[src/rtl/dab_pkg.sv]
// shared types and constants of the density advection block
`timescale 1ns / 1ps

package dab_pkg;

  localparam int GRID_LOG2    = 6;
  localparam int FRAC_BITS    = 28;
  localparam int POS_W        = GRID_LOG2 + FRAC_BITS;
  localparam int W_BITS       = 16;
  localparam int DENS_W       = 16;
  localparam int VEL_W        = 16;
  localparam int TS_W         = 16;
  localparam int PROD_W       = TS_W + VEL_W;
  localparam int BLEND_W      = DENS_W + W_BITS;
  localparam int ACC_W        = BLEND_W + W_BITS + 2;
  localparam int RND_SHIFT    = BLEND_W + W_BITS - DENS_W - 1;
  localparam int NUM_BANKS    = 4;
  localparam int BANK_AW      = 2 * GRID_LOG2 - 2;
  localparam int BANK_DEPTH   = 1 << BANK_AW;
  localparam int FIFO_LOG2    = 3;
  localparam int FIFO_DEPTH   = 1 << FIFO_LOG2;
  localparam int FIFO_CNT_W   = FIFO_LOG2 + 1;

  localparam logic [TS_W-1:0] TIME_STEP_RESET = 16'd6554;

  localparam logic MODE_LOAD   = 1'b0;
  localparam logic MODE_ADVECT = 1'b1;

  typedef logic [DENS_W-1:0]    dens_t;
  typedef logic [W_BITS-1:0]    weight_t;
  typedef logic [GRID_LOG2-1:0] cell_idx_t;
  typedef logic [BANK_AW-1:0]   bank_addr_t;
  typedef logic [1:0]           bank_sel_t;

  typedef struct packed {
    dens_t blue;
    dens_t green;
    dens_t red;
  } rgb_t;

  typedef struct packed {
    logic                            wr_en;
    bank_sel_t                       wr_bank;
    bank_addr_t                      wr_addr;
    rgb_t                            wr_data;
    bank_addr_t [NUM_BANKS-1:0]      rd_addr;
  } mem_req_t;

  typedef struct packed {
    logic      valid;
    cell_idx_t cx;
    cell_idx_t cy;
    logic      x0_odd;
    logic      y0_odd;
    weight_t   wx;
    weight_t   wy;
  } trace_t;

  typedef struct packed {
    rgb_t      rgb;
    cell_idx_t y;
    cell_idx_t x;
  } result_t;

endpackage

[src/rtl/dab_out_fifo.sv]
// result queue in front of the output channel
`timescale 1ns / 1ps

module dab_out_fifo import dab_pkg::*; (
  input  logic                  clk,
  input  logic                  rst_n,
  input  logic                  wr_en,
  input  result_t               wr_data,
  output logic                  out_valid,
  input  logic                  out_ready,
  output result_t               rd_data,
  output logic [FIFO_CNT_W-1:0] count
);

  result_t                fifo_r [FIFO_DEPTH];
  logic [FIFO_LOG2-1:0]   wr_ptr_r;
  logic [FIFO_LOG2-1:0]   rd_ptr_r;
  logic [FIFO_CNT_W-1:0]  count_r;
  logic [FIFO_CNT_W-1:0]  count_nxt;
  logic                   pop;

  assign out_valid = (count_r != '0);
  assign pop       = out_valid && out_ready;
  assign rd_data   = fifo_r[rd_ptr_r];
  assign count     = count_r;

  always_comb begin
    count_nxt = count_r;
    priority if (wr_en && !pop) begin
      count_nxt = count_r + FIFO_CNT_W'(1);
    end else if (pop && !wr_en) begin
      count_nxt = count_r - FIFO_CNT_W'(1);
    end else begin
      count_nxt = count_r;
    end
  end

  always_ff @(posedge clk) begin
    if (!rst_n) begin
      wr_ptr_r <= '0;
      rd_ptr_r <= '0;
      count_r  <= '0;
    end else begin
      if (wr_en) begin
        wr_ptr_r <= wr_ptr_r + FIFO_LOG2'(1);
      end
      if (pop) begin
        rd_ptr_r <= rd_ptr_r + FIFO_LOG2'(1);
      end
      count_r <= count_nxt;
    end
  end

  always_ff @(posedge clk) begin
    if (wr_en) begin
      fifo_r[wr_ptr_r] <= wr_data;
    end
  end

  a_no_overflow: assert property (@(posedge clk) disable iff (!rst_n)
    wr_en |-> (count_r < FIFO_CNT_W'(FIFO_DEPTH)) || pop)
    else $error("result queue written while full");

endmodule

[config.mk]
export PLATFORM = sky130hd
export DESIGN_NAME = dab_out_fifo
export DESIGN_NICKNAME = d
export VERILOG_FILES = /design/src/rtl/dab_pkg.sv /design/src/rtl/dab_out_fifo.sv
export SDC_FILE = /design/constraint.sdc
export NUM_CORES = 1
export LEC_CHECK = 0
export ABC_AREA = 1
export BUFFER_PORTS_ARGS = -buffer_cell sky130_fd_sc_hd__buf_4
export CAP_MARGIN = 5
export CELL_PAD_IN_SITES_DETAIL_PLACEMENT = 1
export CELL_PAD_IN_SITES_GLOBAL_PLACEMENT = 2
export CORE_MARGIN = 2
export CORE_UTILIZATION = 37
export DETAILED_ROUTE_END_ITERATION = 8
export PLACE_DENSITY = 0.74
export SLEW_MARGIN = 20
export SYNTH_ARGS = -nofsm -noshare
export SYNTH_HDL_FRONTEND = slang
export SYNTH_SLANG_ARGS = --single-unit
[constraint.sdc]
create_clock -name clk -period 3.8 [get_ports clk]
set_clock_uncertainty 0.1 [all_clocks]
set_input_delay 0.38 -clock clk [delete_from_list [all_inputs] [get_ports clk]]
set_output_delay 0.38 -clock clk [all_outputs]
set_load 0.01 [all_outputs]
# After elaboration in Yosys (flattened, before gate mapping)
# Memory sizes are Yosys's and may differ from the RTL's. A register that Yosys moved wholly into a read port is not among the register bits.
# Cells that the tools add are included.
word_totals:
  mem_count: 1
  latch_bits: 0
  wordCells: 21
  regBits: 10
  rom_bits: 0
  in_bits: 64
  mem_bits_rw: 480
  out_inout_bits: 65
op_classes:
  div: 0
  reduce_logical: 7
  mux: 6
  add_sub_neg: 4
  n_bitwise: 0
  order_cmp: 0
  n_mul: 0
  shift: 0
  eq_ne: 0
mem_list:
  columns: ["name", "depth", "word_bits", "rd", "rd_ports_with_merged_regs", "write_ports", "line", "rtl"]
  rows:
  - ["fifo_r", 8, 60, 1, 1, 1, "dab_out_fifo.sv:15", "result_t fifo_r [FIFO_DEPTH];"]
ops:
  columns: ["cell", "count"]
  rows:
  - ["$mux 4", 2]
  - ["$add 3x1->3 const B", 2]
  - ["$mux 3", 2]
  - ["$add 4x1->4 const B", 1]
  - ["$reduce_bool 4->1", 1]
  - ["$sub 4x1->4 const B", 1]
  - ["$logic_and 1x1->1", 3]
  - ["$logic_not 1->1", 2]
  - ["$mux 1", 2]
  - ["$reduce_bool 2->1", 1]

# Longest topological paths before layout
# Gate-level depths: netlist (run 1).
depth:
  ltp_word: 5
  mapped_depth: 13
  depth_no_buf: 13

# Worst setup path after synthesis (run 1)
# No wires, ideal clock.
synth_timing:
  path_kind: "input -> register"
  from: "in wr_en"
  to: "mem fifo_r[0][0] (netlist name) (enable)"
  setup_ps: 478
  path_buffers: 0
  required_ps: 3222
  path_slack_ps: -38
  arrival_time_ps: 3260
  stages: 3
  path_cell_list: "inv_1 or2_2 nor2_1"
synth_via:
  elab_chain_len: 2
synth_rtl:
  columns: ["item", "line", "rtl"]
  rows:
  - ["start, declared", "dab_out_fifo.sv:7", "input logic wr_en,"]
  - ["$mux 1", "dab_out_fifo.sv:55", "if (wr_en) begin"]
  - ["$mux 1 (not written as such)", "dab_out_fifo.sv:56", "fifo_r[wr_ptr_r] <= wr_data;"]
  - ["end, declared", "dab_out_fifo.sv:15", null]
# No other way between the ends.

==> results of run 1 <==
==> cell usage in the layout (no fill, tap or decap), types with 10 or more instances in the layout <==
| cell type | n |
|---|---|
| o21ai_0 | 135 |
| nand2_1 | 319 |
| edfxtp_1 | 480 |
| nor2_1 | 488 |
| inv_1 | 11 |
| o21ai_1 | 110 |
| clkbuf_16 | 53 |
| clkbuf_1 | 13 |
| buf_4 | 149 |
| clkinv_1 | 15 |
| dlygate4sd3_1 | 64 |
| dfxtp_1 | 10 |
==> per-stage QoR <==
| stage | setup WS (ns) | cell area (um2) |
|---|---|---|
| final | 0.875 | 23700 |
| after global routing | 0.645 | 23700 |
| after CTS | 0.802 | 23700 |
| after detailed placement | 1.43 | 21400 |
| after global placement | 1.44 | 21400 |
| after floorplan | -0.0381 | 19700 |
==> routing by layer <==
layer / vias up / global-route usage / part of all wire
met4: 2 / 0.0430 / 0.018
li1: 6121 / - / -
met3: 64 / 0.0329 / 0.036
met2: 198 / 0.316 / 0.48
met5: - / 0 / 0.00025
met1: 6490 / 0.256 / 0.46
==> state kept, by name, summed over array words and instances, names as in the netlist, named ones only <==
register / flops
fifo_r: 480
count: 4
rd_ptr_r: 3
wr_ptr_r: 3
==> path summary, 6_finish.rpt <==
kind | end | start | depth (start not counted)
max reg2reg | count[3] | count[0] | 11
min | wr_ptr_r[0] | wr_ptr_r[0] | 2
max | rd_data[27] | flop | 8
min reg2reg | wr_ptr_r[0] | wr_ptr_r[0] | 2
==> layout make-up <==
class                   count  area share
clock inverters            26      0.0101
inverters                  14     0.00264
multi-input cells        1084       0.191
flip-flops and latches    493       0.620
diodes                      3    0.000317
repair buffers            221      0.0811
clock buffers              66      0.0581
well taps                 688      0.0364
==> critical path, cell delays in order, from the launching register on <==
cell and delay (ns):
dfxtp_4 0.36, inv_6 0.51, buf_4 0.38, nor2_1 0.07
o21ai_0 0.08, nand2_1 0.07, nand2_1 0.06, nand2_1 0.11
buf_4 0.16
==> logic make-up (layout without fill, tap and decap cells) <==
group | after synthesis | count (layout) | share of synthesized area
other | 0 | 3 | 0
xor gates and xnor gates | 2 | 2 | 0.000887
and+or+nand+nor | 823 | 823 | 0.157
DFF | 493 | 493 | 0.743
buffers and inverters | 106 | 327 | 0.0305
adders and majority gates | 6 | 6 | 0.00418
AOI/OAI and AO/OA | 253 | 253 | 0.0641
==> where the power goes <==
group	internal [mW]	leakage [nW]	switching, mW
sequential	6.12	4.47	0.0727
combinational	1.18	3.44	2.15
clock	2.87	0.782	2.06
==> flow_summary.ini, run 1 <==
[logic_synthesis]
avgSynthCellArea_um2 = 11.7
yosysMostFrequentCell = nor2_1
yosysTopAreaCell = edfxtp_1
synth-edff-count = 480
async_flop_share = 0
synthCells = 1683
synth-seq-cells = 493
ys.flop_type = edfxtp_1
ys_types = 21
synth_seq_area_share = 0.743
ys_warn_count = 0
synthDominantCellAreaShare = 0.730
ys_top_cells_by_area = edfxtp_1, nor2_1, nand2_1
syn_area_mm2 = 0.0197
yosys-top-cells-count = nor2_1, edfxtp_1, nand2_1
synth_nets = 1753

[grt]
grt_use_total = 0.188
grt-ovfl-total = 0
grt_pass1_vias = 13700
grt_pass1_wl_um = 80900
grt_max_degree = 127
grt_antenna_before_repair = 3

[clock_tree]
cts_buffer_depth = 3
cts_buffers = 52
cts_sinks = 493
clock_latency_ns = 0.58
clk_pin_slew_ns = 0.06
cts_root_buf = clkbuf_16
htreeDepth = 2
cts_resized = 0
hold_buffers = 64
cts_setup_buffers = 0
cts_tree = built

[setup_path]
rrSetupSlack_ns = 1.55
endpoint_kind = output port
crit_required_ns = 3.32
cp-start-kind = flop
crit_fanout = 72
crit_type = reg2out
crit_arrival_ns = 2.44

[place]
dp.cells = 2436
gp_congestion = 0.699
io_buffers = 128
dp_hpwl_um = 27500

[sta]
timing.hold.ws_ns = 0.400
period_share = 0.770
max_freq_mhz = 342
setup_viol_count_final = 0
rsz0062_at_grt = false
post-route-min-period_ns = 2.92
slew_headroom = 0.285
setup_tns_ns = 0
tightest_slew_ns = 1.07
maxSlewViolCount = 0
hold_violations = 0

[final_layout]
nNetsFinal = 1936
seq_area_mm2 = 0.0147
fillerInstances = 5583
fin_cells = 2595
drive_gt1_frac = 0.124
area_growth_pct = 19.9
multi_input_area_mm2 = 0.00453
utilization = 0.450

[detailed_routing]
dr.pass1.iters = 4
ant_nets = 0
viasPerCell = 4.96
drc = 0
drt_iter0_markers = 726
drt_wl_total_um = 52100
routedWlPerCell_um = 20.1
num_vias = 12900

[flow_run]
max_cap_viol_count = 0

[die]
initial_utilization = 0.375
core-area_mm2 = 0.0527
ioPinCount = 129
rows = 84
die_x_um = 235
die_y_um = 235
die_area_mm2 = 0.0552

[min_path]
hold_path.class = reg2reg

[pwr]
power_mw = 14.5
peakVddDrop_mv = 0.316
power_leakage_nw = 8.69
p_per_area_mw_per_mm2 = 611

[run_status]
outcome = completed
Power figures use the tool's default switching activity.
==> run 2: changes to the inputs <==
- clock period: 3.8 -> 2.56 ns (I/O delays scaled with it)
==> run 2 against run 1 <==
Flip-flop and latch count stayed put. Routed wire length is 7.3% higher. Worst setup slack got worse by 0.77 ns. Combinational power grew 70%. Non-clock buffer count increased by 26. Register-to-register slack lost 1.3 ns. Die area did not move.
==> flow_summary.ini, run 2 (synthesis gave the netlist of run 1 again) <==
[setup_path]
path_delay_family = buffers and inverters
path_buf_inv = 4
cp-start-kind = flop
reg2reg_depth = 11
crit_arrival_ns = 2.10
cp_num_cells = 10
critical_path.slowest_cell = dfxtp_4
crit_fanout = 22
path_cells = buf_4 -> buf_12 -> clkbuf_16 -> nor2_1 -> nor2_1 -> o21ai_1 -> nand2_1 -> nand2_1 -> nand2_2 -> buf_4
endpoint_kind = output port
crit_required_ns = 2.20
cp_slowest_stage_delay_ns = 0.36
crit_type = reg2out

[final_layout]
largest_register_ffs = 480
multi_input_area_mm2 = 0.00455
fillerInstances = 5512
nNetsFinal = 1964
final_common_cell = nor2_1
stdcell_area_mm2 = 0.0243
seq_area_mm2 = 0.0147
regMostFlops = fifo_r
drive_gt1_frac = 0.144
final_cell_mix = nor2_1, edfxtp_1, nand2_1, buf_4, o21ai_0
area_growth_pct = 23.2

[grt]
grt_use_total = 0.192
grt-ovfl-total = 0
grt_pass1_wl_um = 81500
grt_max_degree = 104
grt_pass1_vias = 13500
grt_antenna_before_repair = 3

[die]
die_x_um = 235
rows = 84
die_y_um = 235
core-area_mm2 = 0.0527
ioPinCount = 129
initial_utilization = 0.375
die_area_mm2 = 0.0552

[pwr]
power_mw = 22.2
p_per_area_mw_per_mm2 = 913
peakVddDrop_mv = 0.489
power_leakage_nw = 8.97

[clock_tree]
clock_latency_ns = 0.60
cts_root_buf = clkbuf_16
cts_buffers = 53
cts_tree = built
cts_buffer_depth = 3
cts_sinks = 493
clk_pin_slew_ns = 0.06
htreeDepth = 2

[detailed_routing]
ant_nets = 0
viasPerCell = 5.04
drc = 0
dr.pass1.iters = 5
num_vias = 13200
drt_wl_total_um = 55900
drt_iter0_markers = 915
routedWlPerCell_um = 21.3

[place]
gp_congestion = 0.719
io_buffers = 128
dp_hpwl_um = 28100
placed_area_mm2 = 0.0216

[sta]
slew_headroom = 0.606
hold_violations = 0
rsz0062_at_grt = true
setup_viol_count_final = 0
max_freq_mhz = 407
post-route-min-period_ns = 2.46
period_share = 0.961
tightest_slew_ns = 0.591
maxSlewViolCount = 0

[flow_run]
max_cap_viol_count = 0

[min_path]
hold_path.class = in2reg
hold_depth = 2

[run_status]
outcome = completed
## run 2: cell count changes in the layout (fill, tap and decap cells not counted), sizes merged
cell         change
buf             +19
clkbuf           +7
clkinv           +4
bufinv           -2
clkinvlp         +2
diode            -2
inv              +2
dlygate4sd3      +1
## run 2: power breakdown
part | internal [mW] | switching, mW | total [mW]
Combinational | 2.14 | 3.51 | 5.66
Sequential | 9.09 | 0.109 | 9.20
Clock | 4.22 | 3.13 | 7.35
## run 2: what timing repair did
item                                    in CTS  in global routing
buffers inserted                             0                  8
hold endpoints to repair                   491                  0
pin swaps                                    1                  0
gates cloned                                 1                  8
hold buffers                                65                  0
endpoints found under the setup margin      46                 59
gates resized for setup                     13                 17
## run 2: layout make-up
class,instances,share of cell area
Tap cell,688,0.0354
Clock buffer,67,0.0584
Sequential cell,493,0.604
Multi-Input combinational cell,1084,0.187
Antenna cell,1,0.000103
Inverter,14,0.00334
Timing Repair Buffer,247,0.102
Clock inverter,31,0.00962
Timing Repair inverter,1,0.000360
## run 2: worst paths after layout
| path | from | to | slack (ns) |
|---|---|---|---|
| min reg2reg | wr_ptr_r[0] | wr_ptr_r[0] | 0.40 |
| max | flop | rd_data[13] | 0.10 |
| max reg2reg | count[1] | count[3] | 0.27 |
| min | wr_data[2] | fifo_r[0][2] | 0.32 |
## run 2: stage by stage
step	setup slack [ns]	hold slack, ns	TNS [ns]	instances	utilization
4_1_cts	-0.0316	0.302	-0.123	2609	0.456
3_3_place_gp	0.406	0.383	0	2445	0.411
5_1_grt	-0.0321	0.328	-0.147	2625	0.462
3_5_place_dp	0.302	0.390	0	2445	0.411
6_report	0.100	0.322	0	2626	0.462
2_1_floorplan	-0.201	0.255	-48.27	1683	-
## run 2: per-layer routing
metal,up-vias,share of wire,track usage
li1,6193,-,-
met1,6725,0.46,0.265
met2,231,0.49,0.316
met3,73,0.038,0.0296
met4,4,0.017,0.0499
met5,-,0.00043,0
==> run 3: changes to the inputs <==
- ABC_AREA: 1 -> unset
- CORE_UTILIZATION: 37 -> 44
- PLACE_DENSITY: 0.74 -> 0.75
- REMOVE_ABC_BUFFERS: unset -> 1
==> run 3 against run 2 <==
The flow now finishes with violations (negative setup slack). Worst hold slack better by 0.031 ns. Final area is 1.7% lower. Clock-buffer cell count is 1 lower. Area after synthesis is 4.9% lower. Fmax is 10% lower. Total power is 2.7% higher. Routed wire length is 25% lower. Via count is 34% lower. Register-to-register slack worse by 0.05 ns. Critical path type unchanged. Largest power group unchanged. Highest routed layer unchanged.
==> flow_summary.ini, run 3 <==
[logic_synthesis]
yosys-top-cells-count = edfxtp_1, mux4_2, mux2_2
yosysMostFrequentCell = edfxtp_1
synth_top_family_by_area = multiplexers
synth_compound_area_frac = 0.00167
ys_warn_count = 0
synthCells = 762
synthMuxAreaShare = 0.185
ys_top_cells_by_area = edfxtp_1, mux4_2, mux2_2
ys_types = 29
synth-seq-cells = 493
yosysTopAreaCell = edfxtp_1
synthSimpleGateAreaFrac = 0.00886
async_flop_share = 0
synthDominantCellAreaShare = 0.767
syn_area_mm2 = 0.0188
avgSynthCellArea_um2 = 24.6
synth-xor-area-share = 0.00280
synth-adder-area-share = 0.00440
synth_seq_area_share = 0.781
synth-edff-count = 480
ys.flop_type = edfxtp_1

[final_layout]
fillerInstances = 3505
nNetsFinal = 1098
regMostFlops = fifo_r
final_common_cell = edfxtp_1
largest_register_ffs = 480
area_growth_pct = 27.3
drive_gt1_frac = 0.420
final_cell_mix = edfxtp_1, mux4_2, buf_4, dlygate4sd3_1

[die]
initial_utilization = 0.447
rows = 75
ioPinCount = 129
die_y_um = 211
core-area_mm2 = 0.0420
die_area_mm2 = 0.0444
die_x_um = 211

[sta]
setup_viol_count_final = 60
rsz0062_at_grt = true
post-route-min-period_ns = 2.73
hold_violations = 0
max_freq_mhz = 366
setup_tns_ns = -7.03
period_share = 1.07
fin_ws_ns = -0.173
slew_headroom = 0.590
maxSlewViolCount = 0
tightest_slew_ns = 0.616

[setup_path]
crit_end = rd_data[18]
cpMostUsedCell = buf_12
rrSetupSlack_ns = 0.22
path_cells = buf_12 -> buf_12 -> buf_8 -> buf_16 -> mux4_2 -> mux2_4 -> buf_6
endpoint_kind = output port
crit_required_ns = 2.20
r2r-start = count[2]
crit_fanout = 5
cp_slowest_stage_delay_ns = 0.50
cp-start-kind = flop
r2r_end = count[3]
reg2reg_depth = 9
crit_type = reg2out
critical_path.slowest_cell = mux4_2
crit_arrival_ns = 2.38

[clock_tree]
clock_latency_ns = 0.58
cts_buffers = 52
cts_root_buf = clkbuf_16
cts_buffer_depth = 3
cts_tree = built
htreeDepth = 2
cts_sinks = 493
clk_pin_slew_ns = 0.06

[detailed_routing]
ant_nets = 0
drc = 0
dr.pass1.iters = 4
num_vias = 8777
routedWlPerCell_um = 26.1
drt_wl_total_um = 42100
drt_iter0_markers = 579
viasPerCell = 5.44

[grt]
grt_max_degree = 61
grt_use_total = 0.197
grt_pass1_wl_um = 63900
grt_antenna_before_repair = 3
grt_pass1_vias = 9888
grt-ovfl-total = 0

[pwr]
p_per_area_mw_per_mm2 = 954
peakVddDrop_mv = 0.755
power_leakage_nw = 7.90

[place]
io_buffers = 128
dp_hpwl_um = 20500
gp_congestion = 0.691
dpl_worst_slack_ns = 0.139

[run_status]
violations = negative setup slack
outcome = finished with violations

[flow_run]
max_cap_viol_count = 0

[min_path]
hold_path.class = in2reg
==> run 3: cell types whose count changed after synthesis, sizes merged, moves of 15 or more <==
cell,change
nor2,-489
buf,-42
nand2,-312
mux2,+60
o21ai,-244
mux4,+120
clkbuf,-15
==> run 3: worst min path at each step <==
stage                      from             to  slack (ns)  depth (start not counted)
finish              wr_data[52]  fifo_r[7][52]        0.35                          2
global route        wr_data[30]  fifo_r[4][30]        0.34                          2
CTS                 wr_data[47]  fifo_r[6][47]        0.32                          2
detailed placement  wr_data[16]  fifo_r[7][16]        0.39                          1
global placement       count[3]       count[3]        0.37                          2
floorplan            wr_data[0]   fifo_r[0][0]        0.25                          0
==> run 3: repair_timing <==
item                                    CTS  global route
setup buffers                            13             3
resized for setup                       151            18
hold buffers                             63             0
endpoints found under the setup margin   60            61
cloned                                   15             1
hold endpoints to repair                493             0
==> run 3: critical path: cells and delay by family (launching register included) <==
family	cells	cell delay, ns
buffers and inverters	5	0.63
flip-flops	1	0.36
multiplexers	2	0.80
==> run 3: kinds of logic after synthesis <==
| group | Yosys count |
|---|---|
| and+or+nand+nor | 33 |
| AOI/OAI and AO/OA | 5 |
| adders and majority gates | 6 |
| muxes | 183 |
| DFF | 493 |
| buffers and inverters | 36 |
| xor gates and xnor gates | 6 |
==> run 3: layout make-up <==
type                    count  area [um2]  share of cell area
diodes                      2        5.00            0.000209
clock buffers              66        1390              0.0579
inverters                   1        3.75            0.000157
well taps                 539         674              0.0282
flip-flops and latches    493       14700               0.614
multi-input cells         233        4030               0.169
clock inverters            31         231             0.00968
repair buffers            247        2890               0.121
==> run 3: power breakdown <==
group          internal (mW)  switching (mW)
sequential              9.12          0.0962
combinational           3.89            2.55
clock                   4.12            3.01
==> run 3: metal layers <==
layer  part of all wire  track usage  up-vias
met1               0.45        0.279     4710
li1                   -            -     3791
met4              0.019       0.0554        2
met5            0.00031            0        -
met2               0.49        0.316      216
met3              0.048       0.0375       58
==> run 3: metrics by stage <==
step	total power [mW]	hold slack [ns]	cell area, um2	util	instances
detailed placement	13.9	0.395	20600	0.491	1422
global placement	13.8	0.368	20600	0.491	1422
global route	23.7	0.337	23900	0.569	1611
floorplan	11.9	0.255	18500	-	727
CTS	23.0	0.315	23900	0.568	1610
finish	22.8	0.353	23900	0.569	1612
