**src/rtl/dab_pkg.sv**
```systemverilog
// shared types and constants of the density advection block
`timescale 1ns / 1ps

package dab_pkg;

  localparam int GRID_LOG2    = 6;
  localparam int FRAC_BITS    = 28;
  localparam int POS_W        = GRID_LOG2 + FRAC_BITS;
  localparam int W_BITS       = 16;
  localparam int DENS_W       = 16;
  localparam int VEL_W        = 16;
  localparam int TS_W         = 16;
  localparam int PROD_W       = TS_W + VEL_W;
  localparam int BLEND_W      = DENS_W + W_BITS;
  localparam int ACC_W        = BLEND_W + W_BITS + 2;
  localparam int RND_SHIFT    = BLEND_W + W_BITS - DENS_W - 1;
  localparam int NUM_BANKS    = 4;
  localparam int BANK_AW      = 2 * GRID_LOG2 - 2;
  localparam int BANK_DEPTH   = 1 << BANK_AW;
  localparam int FIFO_LOG2    = 3;
  localparam int FIFO_DEPTH   = 1 << FIFO_LOG2;
  localparam int FIFO_CNT_W   = FIFO_LOG2 + 1;

  localparam logic [TS_W-1:0] TIME_STEP_RESET = 16'd6554;

  localparam logic MODE_LOAD   = 1'b0;
  localparam logic MODE_ADVECT = 1'b1;

  typedef logic [DENS_W-1:0]    dens_t;
  typedef logic [W_BITS-1:0]    weight_t;
  typedef logic [GRID_LOG2-1:0] cell_idx_t;
  typedef logic [BANK_AW-1:0]   bank_addr_t;
  typedef logic [1:0]           bank_sel_t;

  typedef struct packed {
    dens_t blue;
    dens_t green;
    dens_t red;
  } rgb_t;

  typedef struct packed {
    logic                            wr_en;
    bank_sel_t                       wr_bank;
    bank_addr_t                      wr_addr;
    rgb_t                            wr_data;
    bank_addr_t [NUM_BANKS-1:0]      rd_addr;
  } mem_req_t;

  typedef struct packed {
    logic      valid;
    cell_idx_t cx;
    cell_idx_t cy;
    logic      x0_odd;
    logic      y0_odd;
    weight_t   wx;
    weight_t   wy;
  } trace_t;

  typedef struct packed {
    rgb_t      rgb;
    cell_idx_t y;
    cell_idx_t x;
  } result_t;

endpackage

```
**src/rtl/dab_backtrace.sv**
```systemverilog
// back-trace of the cell position and grid memory request generation
`timescale 1ns / 1ps

module dab_backtrace import dab_pkg::*; (
  input  logic                    clk,
  input  logic                    rst_n,
  input  logic                    in_fire,
  input  logic                    in_mode,
  input  cell_idx_t               in_cx,
  input  cell_idx_t               in_cy,
  input  logic signed [VEL_W-1:0] in_vel_x,
  input  logic signed [VEL_W-1:0] in_vel_y,
  input  rgb_t                    in_rgb,
  input  logic [TS_W-1:0]         time_step,
  output mem_req_t                mem_req,
  output trace_t                  trace,
  output logic                    adv_pending
);

  logic                     s1_valid_r;
  logic                     s1_mode_r;
  cell_idx_t                s1_cx_r;
  cell_idx_t                s1_cy_r;
  rgb_t                     s1_rgb_r;
  logic [PROD_W-1:0]        s1_prod_x_r;
  logic [PROD_W-1:0]        s1_prod_y_r;
  logic signed [PROD_W:0]   prod_x;
  logic signed [PROD_W:0]   prod_y;
  logic [POS_W-1:0]         pos_x;
  logic [POS_W-1:0]         pos_y;
  cell_idx_t                x0;
  cell_idx_t                x1;
  cell_idx_t                y0;
  cell_idx_t                y1;
  trace_t                   trace_r;

  assign prod_x = $signed({1'b0, time_step}) * in_vel_x;
  assign prod_y = $signed({1'b0, time_step}) * in_vel_y;

  always_ff @(posedge clk) begin
    if (!rst_n) begin
      s1_valid_r <= 1'b0;
    end else begin
      s1_valid_r <= in_fire;
    end
  end

  always_ff @(posedge clk) begin
    s1_mode_r   <= in_mode;
    s1_cx_r     <= in_cx;
    s1_cy_r     <= in_cy;
    s1_rgb_r    <= in_rgb;
    s1_prod_x_r <= prod_x[PROD_W-1:0];
    s1_prod_y_r <= prod_y[PROD_W-1:0];
  end

  // position mod grid, whole part on top, fraction below
  assign pos_x = {s1_cx_r, {FRAC_BITS{1'b0}}}
               - {s1_prod_x_r[POS_W-GRID_LOG2-1:0], {GRID_LOG2{1'b0}}};
  assign pos_y = {s1_cy_r, {FRAC_BITS{1'b0}}}
               - {s1_prod_y_r[POS_W-GRID_LOG2-1:0], {GRID_LOG2{1'b0}}};
  assign x0 = pos_x[POS_W-1:FRAC_BITS];
  assign y0 = pos_y[POS_W-1:FRAC_BITS];
  assign x1 = x0 + cell_idx_t'(1);
  assign y1 = y0 + cell_idx_t'(1);

  always_comb begin
    bank_sel_t sel;
    cell_idx_t xs;
    cell_idx_t ys;
    mem_req.wr_en   = s1_valid_r && (s1_mode_r == MODE_LOAD);
    mem_req.wr_bank = {s1_cy_r[0], s1_cx_r[0]};
    mem_req.wr_addr = {s1_cy_r[GRID_LOG2-1:1], s1_cx_r[GRID_LOG2-1:1]};
    mem_req.wr_data = s1_rgb_r;
    for (int b = 0; b < NUM_BANKS; b++) begin
      sel = bank_sel_t'(b);
      xs  = (x0[0] == sel[0]) ? x0 : x1;
      ys  = (y0[0] == sel[1]) ? y0 : y1;
      mem_req.rd_addr[b] = {ys[GRID_LOG2-1:1], xs[GRID_LOG2-1:1]};
    end
  end

  always_ff @(posedge clk) begin
    if (!rst_n) begin
      trace_r.valid <= 1'b0;
    end else begin
      trace_r.valid <= adv_pending;
    end
    trace_r.cx     <= s1_cx_r;
    trace_r.cy     <= s1_cy_r;
    trace_r.x0_odd <= x0[0];
    trace_r.y0_odd <= y0[0];
    trace_r.wx     <= pos_x[FRAC_BITS-1:FRAC_BITS-W_BITS];
    trace_r.wy     <= pos_y[FRAC_BITS-1:FRAC_BITS-W_BITS];
  end

  assign adv_pending = s1_valid_r && (s1_mode_r == MODE_ADVECT);
  assign trace       = trace_r;

endmodule

```
**config.mk**
```make
export PLATFORM = sky130hd
export DESIGN_NAME = dab_backtrace
export DESIGN_NICKNAME = d
export VERILOG_FILES = /design/src/rtl/dab_pkg.sv /design/src/rtl/dab_backtrace.sv
export SDC_FILE = /design/constraint.sdc
export NUM_CORES = 1
export LEC_CHECK = 0
export BUFFER_PORTS_ARGS = -buffer_cell sky130_fd_sc_hd__buf_2
export CAP_MARGIN = 10
export CELL_PAD_IN_SITES_DETAIL_PLACEMENT = 0
export CELL_PAD_IN_SITES_GLOBAL_PLACEMENT = 1
export CORE_UTILIZATION = 30
export CTS_CLUSTER_DIAMETER = 40
export DETAILED_ROUTE_END_ITERATION = 8
export PLACE_DENSITY = 0.61
export SETUP_SLACK_MARGIN = 0.1
export SLEW_MARGIN = 0
export SYNTH_ARGS = -nofsm -noshare
export SYNTH_HDL_FRONTEND = slang
export SYNTH_SLANG_ARGS = --single-unit
```
**constraint.sdc**
```tcl
create_clock -name clk -period 22.2 [get_ports clk]
set_input_delay 4.44 -clock clk [delete_from_list [all_inputs] [get_ports clk]]
set_output_delay 4.44 -clock clk [all_outputs]
set_load 0.05 [all_outputs]
```
Yosys cells after proc, flatten, opt, wreduce, memory -nomap -nowiden

Index checks and enable logic that the tools add are counted.

Register bits after elaboration: 165
Input port bits: 112
Word-level logic and storage cells: 29

Add/sub/neg operators: 4
$mul: 2
Muxes and demuxes: 4
Bitwise logic cells: 1
Reduce and logical (&&, ||, !) cells: 2

Operators with widths:

| cell                                         | number |
|---|---|
| subtractor 34 bit                            | 2 |
| multiplier 17 x 16 -> 28 bit                 | 2 |
| two-way mux 6 bit                            | 4 |
| adder 6 x 1 -> 6 bit (second input constant) | 2 |
| logical AND 1 bit                            | 2 |
| NOT 1 bit                                    | 1 |

Depth between registers and ports, before layout

Gate-level depths: netlist of run 1.

Depth in word-level cells: 3
Gate-level depth with buffers: 23

Worst setup path after synthesis of run 1

Ideal clock, no wire load.

Path kind: input -> register
Start point: input port in_vel_y[1]
End point: register s1_prod_y_r[25]
Setup time: 0.079 ns
Arrival time: 10.323 ns
Setup slack: 11.798 ns
Stages: 20
Buffers on the path: 1
Cells stage by stage: clkbuf_1 nand2_1 fa_1 fa_1 fa_1 fa_1 inv_1 fa_1 inv_1 fa_1 inv_1 ha_1 a21o_1 a21oi_1 nand2b_1 o311ai_1 a21bo_2 o41ai_1 or4b_2 o211ai_1

Longest elaborated chain between the ends: 1

Ends and longest elaborated chain:

| what                         | RTL line            | source |
|---|---|---|
| start: declaration           | dab_backtrace.sv:12 | `input logic signed [VEL_W-1:0] in_vel_y,` |
| multiplier 17 x 16 -> 28 bit | dab_backtrace.sv:38 | `assign prod_y = $signed({1'b0, time_step}) * in_vel_y;` |
| named net prod_y[25]         | dab_backtrace.sv:28 | `logic signed [PROD_W:0] prod_y;` |
| end signal: assignment       | dab_backtrace.sv:54 | `s1_prod_y_r <= prod_y[PROD_W-1:0];` |
| end: declaration             | dab_backtrace.sv:26 | `logic [PROD_W-1:0] s1_prod_y_r;` |

The timed path passes the listed nets, and every way through them passes these cells.
A chain may end at the register's enable or synchronous reset.

Final worst setup path of run 1

Start point: input port time_step[10]
End point: register s1_prod_y_r[25]

Longest elaborated chain between the ends: 1

Ends and longest elaborated chain:

| what                         | RTL line            | source |
|---|---|---|
| start: declaration           | dab_backtrace.sv:14 | `input logic [TS_W-1:0] time_step,` |
| multiplier 17 x 16 -> 28 bit | dab_backtrace.sv:38 |  |
| named net prod_y[25]         | dab_backtrace.sv:28 |  |

The timed path passes the listed nets, and every way through them passes these cells.

==> results of run 1 <==
## registers in the layout (all words and copies together), names as in the netlist
name	count
s1_mode_r	1
s1_prod_x_r	28
s1_valid_r	1
trace	47
s1_cx_r	6
s1_cy_r	6
mem_req	48
s1_prod_y_r	28
## cells by family after synthesis
group	Yosys count	synth area share, %
AND/OR/NAND/NOR	705	16.6
buffers and inverters	593	10.9
adder cells (fa/ha/maj)	583	47.9
flip-flops	165	15.6
AO/OA/AOI/OAI	135	4.24
XOR/XNOR	114	4.71
multiplexers	3	0.154
## metal layers
metal / GRT usage [%] / vias to the layer above / wire length [µm]
met4: 3.52 / 6 / 590
li1: - / 7210 / -
met1: 19.0 / 7835 / 22600
met5: 0 / - / 38
met3: 2.14 / 35 / 1510
met2: 24.9 / 216 / 24400
## cells in the final DEF (no fill, tap or decap), types with 9 or more instances in the layout
| cell type | instances |
|---|---|
| a21oi_1 | 36 |
| clkbuf_16 | 17 |
| nor3_1 | 24 |
| buf_2 | 260 |
| fa_1 | 380 |
| and3_1 | 11 |
| dfxtp_1 | 165 |
| o21ai_0 | 23 |
| a21o_1 | 12 |
| and2_1 | 222 |
| nand2b_1 | 22 |
| xor2_1 | 33 |
| o21a_1 | 10 |
| nor2_1 | 80 |
| xnor2_1 | 81 |
| nor2b_1 | 9 |
| nand2_1 | 288 |
| inv_1 | 488 |
| ha_1 | 202 |
## layout make-up
cell class                      count  area share, %
Timing Repair Buffer              262           5.53
Clock buffer                       17           1.79
Multi-Input combinational cell   1540           65.4
Clock inverter                     15          0.657
Antenna cell                        1         0.0105
Inverter                          492           7.76
Tap cell                          940           4.94
Sequential cell                   165           13.9
## worst reg2reg max path: cells and delay by family (launching register included)
family	cells	cell delay, ps
compound gates	1	160
simple gates	5	2060
flops	1	300
## worst paths after layout
path | from | to | depth (start not counted)
max | time_step[10] | s1_prod_y_r[25] | 20
min | s1_cy_r[4] | trace[38] | 0
max reg2reg | s1_prod_y_r[2] | trace[13] | 6
min reg2reg | s1_cy_r[4] | trace[38] | 0
## metrics by stage
step | hold slack, ps | worst slack [ps]
finish | 380 | 11320
global route | 382 | 11040
CTS | 382 | 11390
detailed placement | 368 | 10870
global placement | 371 | 11020
floorplan | 408 | 11800
==> results.sh, run 1 <==
export IMPL_cts_hold_buffers=0
export IMPL_fin_area_um2=23800
export IMPL_multi_input_area_um2=15600
export IMPL_worstSetupEndpointType="flop"
export IMPL_grt_usage_pct=14.5
export IMPL_io_pins=261
export IMPL_start_util_pct=30.3
export IMPL_clk_insertion_delay_late_ps=470
export IMPL_hp_class="reg -> reg"
export IMPL_synthToLayoutAreaGrowth_pct=12.4
export IMPL_final_core_utilization_pct=34.1
export IMPL_crit_path_start_kind="primary input"
export IMPL_drc=0
export IMPL_synth_top_cell_area_share_pct=35.9
export IMPL_synthMostInstantiatedCell="inv_1"
export IMPL_reg2reg_slack_ps=19620
export IMPL_grt_ovfl_total=0
export IMPL_cp_required_ps=22590
export IMPL_timing_fmax_mhz=91.9
export IMPL_timing_final_crit_period_ps=10880
export IMPL_status="complete, no violations"
export IMPL_cts_tree="built"
export IMPL_detail_route_antenna_nets=0
export IMPL_dr_pass1_iters=5
export IMPL_die_h_um=268
export IMPL_syn_num_nets=2992
export IMPL_cts_buffers_inserted=17
export IMPL_grt_pass1_wl_um=82400
export IMPL_gp_congestion=0.797
export IMPL_syn_area_um2=21200
export IMPL_dp_hpwl_um=39600
export IMPL_worstPathArrival_ps=11260
export IMPL_maxCapViolations=0
export IMPL_ys_warn_count=0
export IMPL_synth_seq_area_share_pct=15.6
export IMPL_rsz0062_at_grt="no"
export IMPL_nFillCells=7382
export IMPL_crit_chain="buf_2 -> nand2_1 -> fa_1 -> fa_1 -> fa_1 -> fa_1 -> inv_1 -> fa_1 -> inv_1 -> fa_1 -> inv_1 -> ha_1 -> a21o_1 -> a21oi_1 -> nand2b_1 -> o311ai_1 -> a21bo_2 -> o41ai_1 -> or4b_2 -> o211ai_1"
export IMPL_grt_start_max_net_pins=33
export IMPL_avgSynthCellArea_um2=9.22
export IMPL_post_cts_resized=0
export IMPL_path_max_fanout=32
export IMPL_fin_tns_setup_ps=0
export IMPL_h_tree_depth=4
export IMPL_clkSlewWorstSetupHoldPaths_ps=80
export IMPL_synthFlopType="dfxtp_1"
export IMPL_relSlewSlack_pct=28.3
export IMPL_synth_edf_count=0
export IMPL_dp_cells=3399
export IMPL_cp_num_buf_inv=4
export IMPL_synth_area_leaders="fa_1 36%, dfxtp_1 16%, ha_1 12%, inv_1 8.6%, and2_1 6.6%"
export IMPL_drv_slew=0
export IMPL_tightest_slew_ps=1060
export IMPL_port_buffers=260
export IMPL_vias=15300
export IMPL_clock_path_buffers=2
export IMPL_cpPeakStageDelay_ps=800
export IMPL_drive_above_1_share_pct=12.6
export IMPL_placementRows=97
export IMPL_cts_root_buffer_cell="clkbuf_16"
export IMPL_placed_area_um2=23200
export IMPL_finalNonFillerCells=3432
export IMPL_hold_viol=0
export IMPL_wl_um=49100
export IMPL_netlist_instances=2298
export IMPL_cp_slowest_cell="o41ai_1"
export IMPL_async_reset_ff_share_pct=0
export IMPL_antenna_found_initial=4
export IMPL_setup_viol=0
export IMPL_first_global_vias=16600
export IMPL_coreArea_um2=69900
export IMPL_clkSinkCount=165
export IMPL_ys_seq_elements=165
export IMPL_synth_commonest_cells="488 x inv_1, 380 x fa_1, 288 x nand2_1"
export IMPL_yosysUniqueCellTypes=67
export IMPL_die_area_um2=71700
export IMPL_wl_per_cell_um=14.3
export IMPL_fin_nets=3172
export IMPL_finalCritPeriodShare_pct=49.0
export IMPL_drtIter0Drc=511
export IMPL_cts_setup_buffers=0
export IMPL_register_area_um2=3300
export IMPL_critPathTopFamily="adder cells"
export IMPL_critPathKind="in -> reg"
export IMPL_crit_top_cell="fa_1"
export IMPL_finClkSkew_ps=14.0
export IMPL_yosysTopAreaCell="fa_1"
export IMPL_die_w_um=268
export IMPL_via_per_inst=4.46
Power of run 1 is left out: the tool's default activity adds up to more than one toggle a clock period on the data nets, which glitch-free logic cannot reach.
==> inputs of run 2 (changes only) <==
PLACE_DENSITY = 0.64   (was 0.61)
clock period = 9.4 ns   (was 22.2 ns; I/O delays follow)
==> run 2 against run 1 <==
Net effect:
- via count grew 1.5%
- routed wire length increased by 2.0%
- utilization rose by 0.12 points
- final cell count is 0.29% higher
- sequential share of layout area about the same
- count of clock-buffer cells in the layout unchanged
- critical path depth is the same
- setup slack got worse by 10000 ps
- global-route usage grew 0.32 points
- register-to-register slack lost 13000 ps
==> results.sh, run 2 (synthesized netlist as in run 1, its figures left out) <==
export IMPL_die_w_um=268
export IMPL_crit_path_start_kind="primary input"
export IMPL_tightest_slew_ps=986
export IMPL_first_global_vias=16500
export IMPL_fin_tns_setup_ps=0
export IMPL_finalNonFillerCells=3442
export IMPL_cts_hold_buffers=0
export IMPL_grt_ovfl_total=0
export IMPL_wl_met3_um=2020
export IMPL_antenna_found_initial=3
export IMPL_clkSlewWorstSetupHoldPaths_ps=70
export IMPL_timing_fmax_mhz=122
export IMPL_path_max_fanout=32
export IMPL_coreArea_um2=69900
export IMPL_start_util_pct=30.3
export IMPL_port_buffers=260
export IMPL_dr_wl_met2_um=25300
export IMPL_crit_chain="buf_2 -> nand2_1 -> fa_1 -> fa_1 -> fa_1 -> fa_1 -> inv_1 -> fa_1 -> inv_1 -> fa_1 -> inv_1 -> ha_1 -> a21o_1 -> a21oi_1 -> o21ai_0 -> nor4b_1 -> nor3_1 -> a2111oi_0 -> o21ai_0 -> xor2_1"
export IMPL_h_tree_depth=4
export IMPL_final_cell_mix="488 x inv_1, 380 x fa_1, 288 x nand2_1"
export IMPL_drv_slew=0
export IMPL_cp_required_ps=9750
export IMPL_die_area_um2=71700
export IMPL_wl_per_cell_um=14.5
export IMPL_cp_slowest_cell="a2111oi_0"
export IMPL_critPathTopFamily="adder cells"
export IMPL_clkSinkCount=165
export IMPL_rsz0062_at_grt="no"
export IMPL_wl_met1_um=22100
export IMPL_drc=0
export IMPL_die_h_um=268
export IMPL_cpPeakStageDelay_ps=660
export IMPL_hp_class="reg -> reg"
export IMPL_critPathKind="in -> reg"
export IMPL_drive_above_1_share_pct=12.9
export IMPL_cts_tree="built"
export IMPL_cts_root_buffer_cell="clkbuf_16"
export IMPL_n_antenna_cell=0
export IMPL_maxCapViolations=0
export IMPL_detail_route_antenna_nets=0
export IMPL_io_pins=261
export IMPL_layout_commonest_cell="inv_1"
export IMPL_setup_viol=0
export IMPL_worstPathArrival_ps=8550
export IMPL_status="complete, no violations"
export IMPL_drtIter0Drc=647
export IMPL_wl_um=50100
export IMPL_cp_num_buf_inv=4
export IMPL_largest_register_ff_count=48
export IMPL_finalCritPeriodShare_pct=87.3
export IMPL_dp_cells=3410
export IMPL_grt_pass1_wl_um=83500
export IMPL_cts_buffers_inserted=17
export IMPL_routed_top_layer="met5"
export IMPL_timing_final_crit_period_ps=8210
export IMPL_grt_start_max_net_pins=33
export IMPL_placementRows=97
export IMPL_gp_congestion=0.835
export IMPL_post_cts_resized=0
export IMPL_grt_usage_pct=14.8
export IMPL_cts_setup_buffers=0
export IMPL_clk_insertion_delay_late_ps=470
export IMPL_clock_path_buffers=2
export IMPL_via_per_inst=4.51
export IMPL_relSlewSlack_pct=33.4
export IMPL_crit_top_cell="fa_1"
export IMPL_synthToLayoutAreaGrowth_pct=12.8
export IMPL_vias=15500
export IMPL_worstSetupEndpointType="flop"
export IMPL_hold_viol=0
export IMPL_finClkSkew_ps=8.62
export IMPL_dr_pass1_iters=5
export IMPL_dp_hpwl_um=41200
export IMPL_fin_nets=3183
## run 2: cell types whose count changed in the layout (fill, tap and decap cells not counted), sizes merged
cell / change
buf: +11
clkinv: +3
diode: -1
inv: -2
clkinvlp: -1
## run 2: metal layers
metal	global-route usage (%)	up-vias
met3	2.15	35
met2	25.8	285
met4	3.66	6
met1	19.1	7953
met5	0	-
li1	-	7248
## run 2: through the flow
stage | hold WS [ps] | setup slack, ps | util, % | area [µm²]
final | 380 | 1190 | 34.2 | 23900
after CTS | 385 | 1240 | 34.2 | 23900
after global routing | 390 | 803 | 34.2 | 23900
after floorplan | 408 | 1560 | - | 21200
after detailed placement | 371 | 735 | 33.3 | 23300
after global placement | 368 | 881 | 33.3 | 23300
## run 2: worst paths after layout
kind | start | slack (ps) | end | depth (start not counted)
max reg2reg | s1_prod_y_r[2] | 6780 | trace[13] | 6
max | time_step[8] | 1190 | s1_prod_y_r[26] | 20
min | s1_cy_r[5] | 380 | trace[39] | 0
min reg2reg | s1_cy_r[5] | 380 | trace[39] | 0
## run 2: final cells by class
type / instances / area, µm²
Multi-Input combinational cell: 1540 / 15600
Timing Repair Buffer: 273 / 1400
Sequential cell: 165 / 3300
Tap cell: 940 / 1180
Clock inverter: 15 / 160
Clock buffer: 17 / 425
Inverter: 492 / 1850
Fill cell: 7398 / 46000
Power of run 2 is left out for the same reason.
==> inputs of run 3 (changes only) <==
REMOVE_ABC_BUFFERS = 1   (was default)
==> run 3 against run 2 <==
Net effect:
- fmax increased by 1.2%
- sequential share of layout area hardly changed
- sequential cell count is the same
- non-clock buffer count is 1 higher
- via count decreased by 0.55%
- final cell count hardly changed
- design area rose by 0.24%
- register-to-register slack about the same
==> results.sh, run 3 (synthesized netlist as in run 1, its figures left out) <==
export IMPL_final_core_utilization_pct=34.3
export IMPL_clkSlewWorstSetupHoldPaths_ps=80
export IMPL_critPathKind="in -> reg"
export IMPL_port_buffers=260
export IMPL_synthToLayoutAreaGrowth_pct=13.0
export IMPL_worstSetupEndpointType="flop"
export IMPL_fin_area_um2=24000
export IMPL_clk_insertion_delay_late_ps=470
export IMPL_antenna_found_initial=4
export IMPL_layout_commonest_cell="inv_1"
export IMPL_die_area_um2=71700
export IMPL_crit_chain="buf_2 -> and2_1 -> fa_1 -> inv_1 -> fa_1 -> fa_1 -> fa_1 -> inv_1 -> fa_1 -> inv_1 -> fa_1 -> inv_1 -> ha_1 -> a21o_1 -> a21oi_1 -> o21ai_0 -> nor4b_1 -> nor3_1 -> a2111oi_0 -> o21ai_0 -> xor2_1"
export IMPL_coreArea_um2=69900
export IMPL_start_util_pct=30.3
export IMPL_grt_ovfl_total=0
export IMPL_path_max_fanout=32
export IMPL_first_global_vias=16400
export IMPL_cts_tree="built"
export IMPL_final_cell_mix="488 x inv_1, 380 x fa_1, 288 x nand2_1"
export IMPL_nFillCells=7341
export IMPL_grt_start_max_net_pins=33
export IMPL_largest_register_ff_count=48
export IMPL_grt_usage_pct=14.7
export IMPL_status="complete, no violations"
export IMPL_rsz0062_at_grt="no"
export IMPL_detail_route_antenna_nets=0
export IMPL_hold_start="s1_cx_r[4]"
export IMPL_vias=15400
export IMPL_h_tree_depth=4
export IMPL_finClkSkew_ps=10.9
export IMPL_grt_pass1_wl_um=83700
export IMPL_drv_slew=0
export IMPL_tightest_slew_ps=1010
export IMPL_cp_startpoint="time_step[7]"
export IMPL_timing_final_crit_period_ps=8110
export IMPL_cp_slowest_cell="a2111oi_0"
export IMPL_placementRows=97
export IMPL_maxCapViolations=0
export IMPL_clkSinkCount=165
export IMPL_io_pins=261
export IMPL_wl_um=49600
export IMPL_cts_buffers_inserted=17
export IMPL_post_cts_resized=0
export IMPL_placed_area_um2=23300
export IMPL_cp_required_ps=9750
export IMPL_via_per_inst=4.48
export IMPL_cts_hold_buffers=0
export IMPL_dp_hpwl_um=40600
export IMPL_setup_viol=0
export IMPL_hold_viol=0
export IMPL_cts_root_buffer_cell="clkbuf_16"
export IMPL_drc=0
export IMPL_r2r_start="s1_prod_y_r[2]"
export IMPL_finalCritPeriodShare_pct=86.3
export IMPL_clock_path_buffers=2
export IMPL_fin_nets=3184
export IMPL_timing_fmax_mhz=123
export IMPL_fin_tns_setup_ps=0
export IMPL_drtIter0Drc=525
export IMPL_gp_congestion=0.820
export IMPL_wl_per_cell_um=14.4
export IMPL_crit_path_start_kind="primary input"
export IMPL_die_h_um=268
export IMPL_cts_setup_buffers=0
export IMPL_crit_top_cell="fa_1"
export IMPL_relSlewSlack_pct=32.0
export IMPL_cpPeakStageDelay_ps=630
export IMPL_hp_class="reg -> reg"
export IMPL_die_w_um=268
export IMPL_dr_pass1_iters=5
export IMPL_drive_above_1_share_pct=13.0
export IMPL_worstPathArrival_ps=8460
-- run 3: cell count changes in the layout (fill, tap and decap cells not counted), sizes merged --
cell / previous run / this run
clkinv: 9 / 10
inv: 497 / 496
diode: 0 / 2
buf: 273 / 274
-- run 3: area by class of cell --
cell class	count	area (µm²)	area share, %
multi-input combinational	1540	15600	65.1
sequential	165	3300	13.8
timing repair buffer	274	1410	5.87
tap	940	1180	4.91
clock buffer	17	425	1.78
clock inverter	15	205	0.857
antenna	2	5.00	0.0209
inverter	492	1850	7.72
-- run 3: per-layer routing --
layer,GRT usage [%],up-vias,share of wire [%]
li1,-,7239,-
met1,19.8,7874,46
met2,24.4,269,48
met3,2.34,54,4.0
met4,4.08,6,1.8
met5,0,-,0.056
-- run 3: critical path: cells and delay by family --
family / cells / cell delay [ps]
AO/OA/AOI/OAI: 5 / 1540
buffers and inverters: 5 / 780
adder cells (fa/ha/maj): 7 / 3150
XOR/XNOR: 1 / 170
AND/OR/NAND/NOR: 3 / 930
-- run 3: stage by stage --
step	hold slack, ps	cells	setup WS (ps)
after floorplan	408	2197	1780
after detailed placement	366	3411	802
after global placement	371	3411	900
final	377	3445	1290
after CTS	383	3443	1320
after global routing	389	3444	935
-- run 3: final timing paths --
path | depth (start not counted) | slack, ps | to
worst max register to register | 6 | 6790 | trace[13]
worst min register to register | 0 | 380 | trace[44]
worst max-delay path | 21 | 1290 | s1_prod_y_r[26]
worst min-delay path | 0 | 380 | trace[44]
Power of run 3 is left out for the same reason.
